$ cat src/cng_pkg.sv
// ----------------------------------------------------------------------------
// cng_pkg: shared types and constants of the colored noise generator
// Register map, configuration struct, shared multiplier widths and the fixed
// filter coefficients (signed, 24 fraction bits).
// ----------------------------------------------------------------------------
package cng_pkg;

  // APB register map, word index = paddr[4:2]
  localparam int AddrW = 5;
  localparam logic [2:0] RegColor    = 3'd0;
  localparam logic [2:0] RegHoldInc  = 3'd1;
  localparam logic [2:0] RegGlide    = 3'd2;
  localparam logic [2:0] RegSmooth   = 3'd3;
  localparam logic [2:0] RegLevel    = 3'd4;
  localparam logic [2:0] RegCutoff   = 3'd5;
  localparam logic [2:0] RegSeed     = 3'd6;

  typedef struct packed {
    logic [16:0] color;
    logic [23:0] hold_inc;
    logic [16:0] glide;
    logic [16:0] smooth;
    logic [16:0] level_tgt;
    logic [15:0] cutoff_tgt;
    logic [31:0] seed;
  } cfg_t;

  // register reset values and the color midpoint
  localparam logic [16:0] Unity16     = 17'd65536;
  localparam logic [16:0] Half16      = 17'd32768;
  localparam logic [15:0] CutoffReset = 16'd20000;
  localparam logic [31:0] SeedReset   = 32'd1;

  // shared multiplier: signed A x signed B
  localparam int MulAW = 33;
  localparam int MulBW = 26;
  localparam int ProdW = MulAW + MulBW;

  localparam logic signed [MulBW-1:0] LcgMul = 26'sd1664525;
  localparam logic [31:0]             LcgAdd = 32'd1013904223;

  localparam logic signed [MulBW-1:0] KPoleA      = 26'sd16737790;
  localparam logic signed [MulBW-1:0] KInA        = 26'sd1661716;
  localparam logic signed [MulBW-1:0] KPoleB      = 26'sd16156459;
  localparam logic signed [MulBW-1:0] KInB        = 26'sd4974720;
  localparam logic signed [MulBW-1:0] KPoleC      = 26'sd9563013;
  localparam logic signed [MulBW-1:0] KInC        = 26'sd17661229;
  localparam logic signed [MulBW-1:0] KDirect     = 26'sd3100430;
  localparam logic signed [MulBW-1:0] KBrownIn    = 26'sd335544;
  localparam logic signed [MulBW-1:0] KBrownRecip = 26'sd16448251;

endpackage

$ cat src/cng_mul.sv
// ----------------------------------------------------------------------------
// cng_mul: shared signed multiplier
// One registered signed product per cycle for the sample sequencer.
// ----------------------------------------------------------------------------
module cng_mul (
  input  logic                             clk_i,
  input  logic signed [cng_pkg::MulAW-1:0] a_i,
  input  logic signed [cng_pkg::MulBW-1:0] b_i,
  output logic signed [cng_pkg::ProdW-1:0] prod_o
);

  logic signed [cng_pkg::ProdW-1:0] prod_q;

  always_ff @(posedge clk_i) begin
    prod_q <= a_i * b_i;
  end

  assign prod_o = prod_q;

endmodule

$ cat config.mk
export PLATFORM = sky130hd
export DESIGN_NAME = cng_mul
export DESIGN_NICKNAME = d
export VERILOG_FILES = /design/src/cng_pkg.sv /design/src/cng_mul.sv
export SDC_FILE = /design/constraint.sdc
export NUM_CORES = 2
export LEC_CHECK = 0
export BUFFER_PORTS_ARGS = -buffer_cell sky130_fd_sc_hd__buf_2
export CAP_MARGIN = 20
export CORE_MARGIN = 5
export CORE_UTILIZATION = 55
export DETAILED_ROUTE_END_ITERATION = 6
export GPL_ROUTABILITY_DRIVEN = 0
export PLACE_DENSITY = 0.7
export SYNTH_ARGS = -nofsm -noshare
export SYNTH_HDL_FRONTEND = slang
export SYNTH_SLANG_ARGS = --single-unit
$ cat constraint.sdc
create_clock -name clk_i -period 9.2 [get_ports clk_i]
set_input_delay 0.46 -clock clk_i [delete_from_list [all_inputs] [get_ports clk_i]]
set_output_delay 0.46 -clock clk_i [all_outputs]
set_load 0.05 [all_outputs]
==> summary.txt <==
Floorplanning
  • DIE AREA: 0.06165 mm2
  • Die H: 248.3 um
  • Core area: 0.05628 mm2
  • Initial core utilization: 0.5549
  • # rows: 87
  • Die X: 248.3 um
  • IO Pins: 119

Global route
  • Initial antenna violation count: 4
  • Vias in the first global route: 25150
  • Gr ovfl total: 0
  • Total GRT Usage: 0.2766
  • Largest net degree at the start of global routing: 34
  • Global-route wire length before repair: 133.1 mm

Worst setup path
  • Setup CP Type: input pin to flop
  • CP Data Required Time: 9410 ps
  • Max FO, Critical Path: 33
  • Startpoint types: input pin
  • Worst setup EP type: flop
  • CP Data Arrival Time: 7780 ps

Placement
  • Hpwl dp: 66.58 mm
  • Area post-placement: 0.03224 mm2
  • Buffers on Ports: 118
  • Placed Cells: 4089

Detailed routing
  • # DRC: 0
  • WL final: 80.97 mm
  • Via count: 22290
  • DR WL/cell: 19.70 um
  • DRT Pass-1 Iters: 7
  • DR iter-0 viols: 1199
  • Vias per std cell: 5.423
  • DRT antenna net count: 0

STA
  • Final Hold Viols: 0
  • TNS Setup: 0 ps
  • Rel. slew slack: 0.3464
  • Period utilization: 0.8223
  • Final worst path period need: 7565 ps
  • Max Clock Freq: 132.2 MHz
  • RSZ-0062 raised after global routing: false
  • Measured slew at the worst slew-check pin: 977.5 ps
  • Finish-stage setup viols: 0
  • Max Slew Vio Count: 0

Logic synthesis
  • Post-Synthesis Cell Area: 0.03123 mm2
  • Syn_area_per_cell: 9.295 um2
  • Mapped Cells: 3360
  • EDFF count, synth: 0
  • Post-synth ARST share: 0
  • Synthesis Warnings: 0
  • Mapped Nets: 4458
  • Synth Register Bits: 59
  • Register area share after synthesis: 0.03782
  • Synth Flop Type: dfxtp_1
  • Distinct cell type count after synthesis: 66

Hold path
  • Hold Path Class: input pin to flop

Clock tree
  • Htree depth: 3
  • Post-CTS sizing: 0
  • Post-CTS Setup Repair Bufs: 0
  • Clock Tree Root: clkbuf_16
  • # clock sinks: 59
  • CTS hold repair buffers: 0
  • CTS tree: built
  • Bufs on Longest Clock Path: 2
  • Clk slew on worst S/H paths: 50 ps
  • CTS buffer count: 9

Run status
  • Status: complete, no violations

Cells and area
  • Nets: 4442
  • Final Cell Area: 0.03252 mm2
  • Util after Layout: 0.5778
  • Layout Area Growth over Synthesis: 4.118%
  • Share of layout cells above drive strength 1: 0.04658
  • Max reg flops: 59
  • Non-filler cells, final: 4110

Job
  • Max Cap Violations: 0
==> critical path: stages <==
cell and delay [ps]:
buf_2 540, nand2_1 180, inv_1 170, fa_1 550, fa_1 720, inv_1 220, fa_1 520, inv_1 50
fa_1 480, fa_1 530, fa_1 490, inv_1 50, fa_1 480, inv_1 40, ha_1 440, nand3_1 140
nor4_1 420, nand4_1 210, a211oi_1 460, o21ai_1 230, o311ai_0 360
==> routing by layer <==
| metal | part of all wire | wire, um | vias up | global-route usage |
|---|---|---|---|---|
| li1 | - | - | 9561 | - |
| met1 | 0.36 | 29180 | 11760 | 0.3315 |
| met2 | 0.53 | 42930 | 733 | 0.4954 |
| met3 | 0.054 | 4368 | 237 | 0.03981 |
| met4 | 0.055 | 4486 | 0 | 0.1267 |
| met5 | 0 | 0 | - | 0 |
==> cells by family (layout without fill, tap and decap cells) <==
family	count (synthesis)	after routing	synth area share
other cells	0	5	0
flops	59	59	0.03782
simple gates	1007	1007	0.1566
mux	1	1	0.0003205
buf+inv	1018	1007	0.1230
compound gates	174	174	0.03778
fa+ha+maj	1038	1038	0.6269
xor+xnor	63	63	0.01767
==> final timing paths <==
kind              startpoint          to  slack (ps)  cells after the start
setup / recovery      b_i[2]  prod_o[57]        1640                     21
hold / removal        b_i[0]   prod_o[0]         750                      3
==> cell type report <==
cell class / count / area [um2]
Antenna cell: 5 / 12.51
Clock buffer: 11 / 232.7
Clock inverter: 5 / 30.03
Fill cell: 5057 / 23760
Inverter: 863 / 3239
Multi-Input combinational cell: 2283 / 26210
Sequential cell: 59 / 1181
Tap cell: 756 / 945.9
Timing Repair Buffer: 128 / 665.6
==> Yosys cell counts, types with 4 or more instances <==
library cell | count | area share
a211o_1 | 4 | 0.0011
a211oi_1 | 9 | 0.0022
a21o_1 | 26 | 0.0062
a21oi_1 | 49 | 0.0079
and2_1 | 356 | 0.071
and3_1 | 10 | 0.0020
and4_1 | 8 | 0.0022
buf_2 | 7 | 0.0011
clkbuf_1 | 143 | 0.017
dfxtp_1 | 59 | 0.038
fa_1 | 878 | 0.56
ha_1 | 160 | 0.064
inv_1 | 862 | 0.10
nand2_1 | 512 | 0.062
nand2b_1 | 15 | 0.0030
nand3_1 | 13 | 0.0021
nand4_1 | 12 | 0.0024
nor2_1 | 51 | 0.0061
nor3_1 | 14 | 0.0022
o21a_1 | 9 | 0.0022
o21ai_0 | 27 | 0.0043
o21ai_1 | 4 | 0.00064
o21bai_1 | 5 | 0.0012
or2_2 | 4 | 0.00080
xnor2_1 | 44 | 0.012
xor2_1 | 19 | 0.0053
==> placed cells by master (no fill, tap or decap), drive strengths merged, types with 5 or more instances in the layout <==
master	Yosys	layout
nor2	51	51
diode	0	5
xnor2	44	44
ha	160	160
nand2	512	512
fa	878	878
nand3	13	13
xor2	19	19
a211oi	11	11
nand4	13	13
nor3	14	14
and3	10	10
dfxtp	59	59
buf	10	128
inv	862	862
and2	356	356
a21boi	5	5
a21o	26	26
o21bai	5	5
clkbuf	145	11
a21oi	51	51
nand2b	15	15
and4	8	8
o21a	9	9
o21ai	32	32
==> stage by stage <==
stage	setup WS (ps)	hold slack (ps)
4_1_cts	1794	755.2
2_1_floorplan	2304	581.7
5_1_grt	1345	759.9
3_5_place_dp	1456	931.5
6_report	1635	752.1
3_3_place_gp	1482	931.0
Power is left out: the tool's default activity adds up to more than one toggle a clock period on the data nets, which glitch-free logic cannot reach.
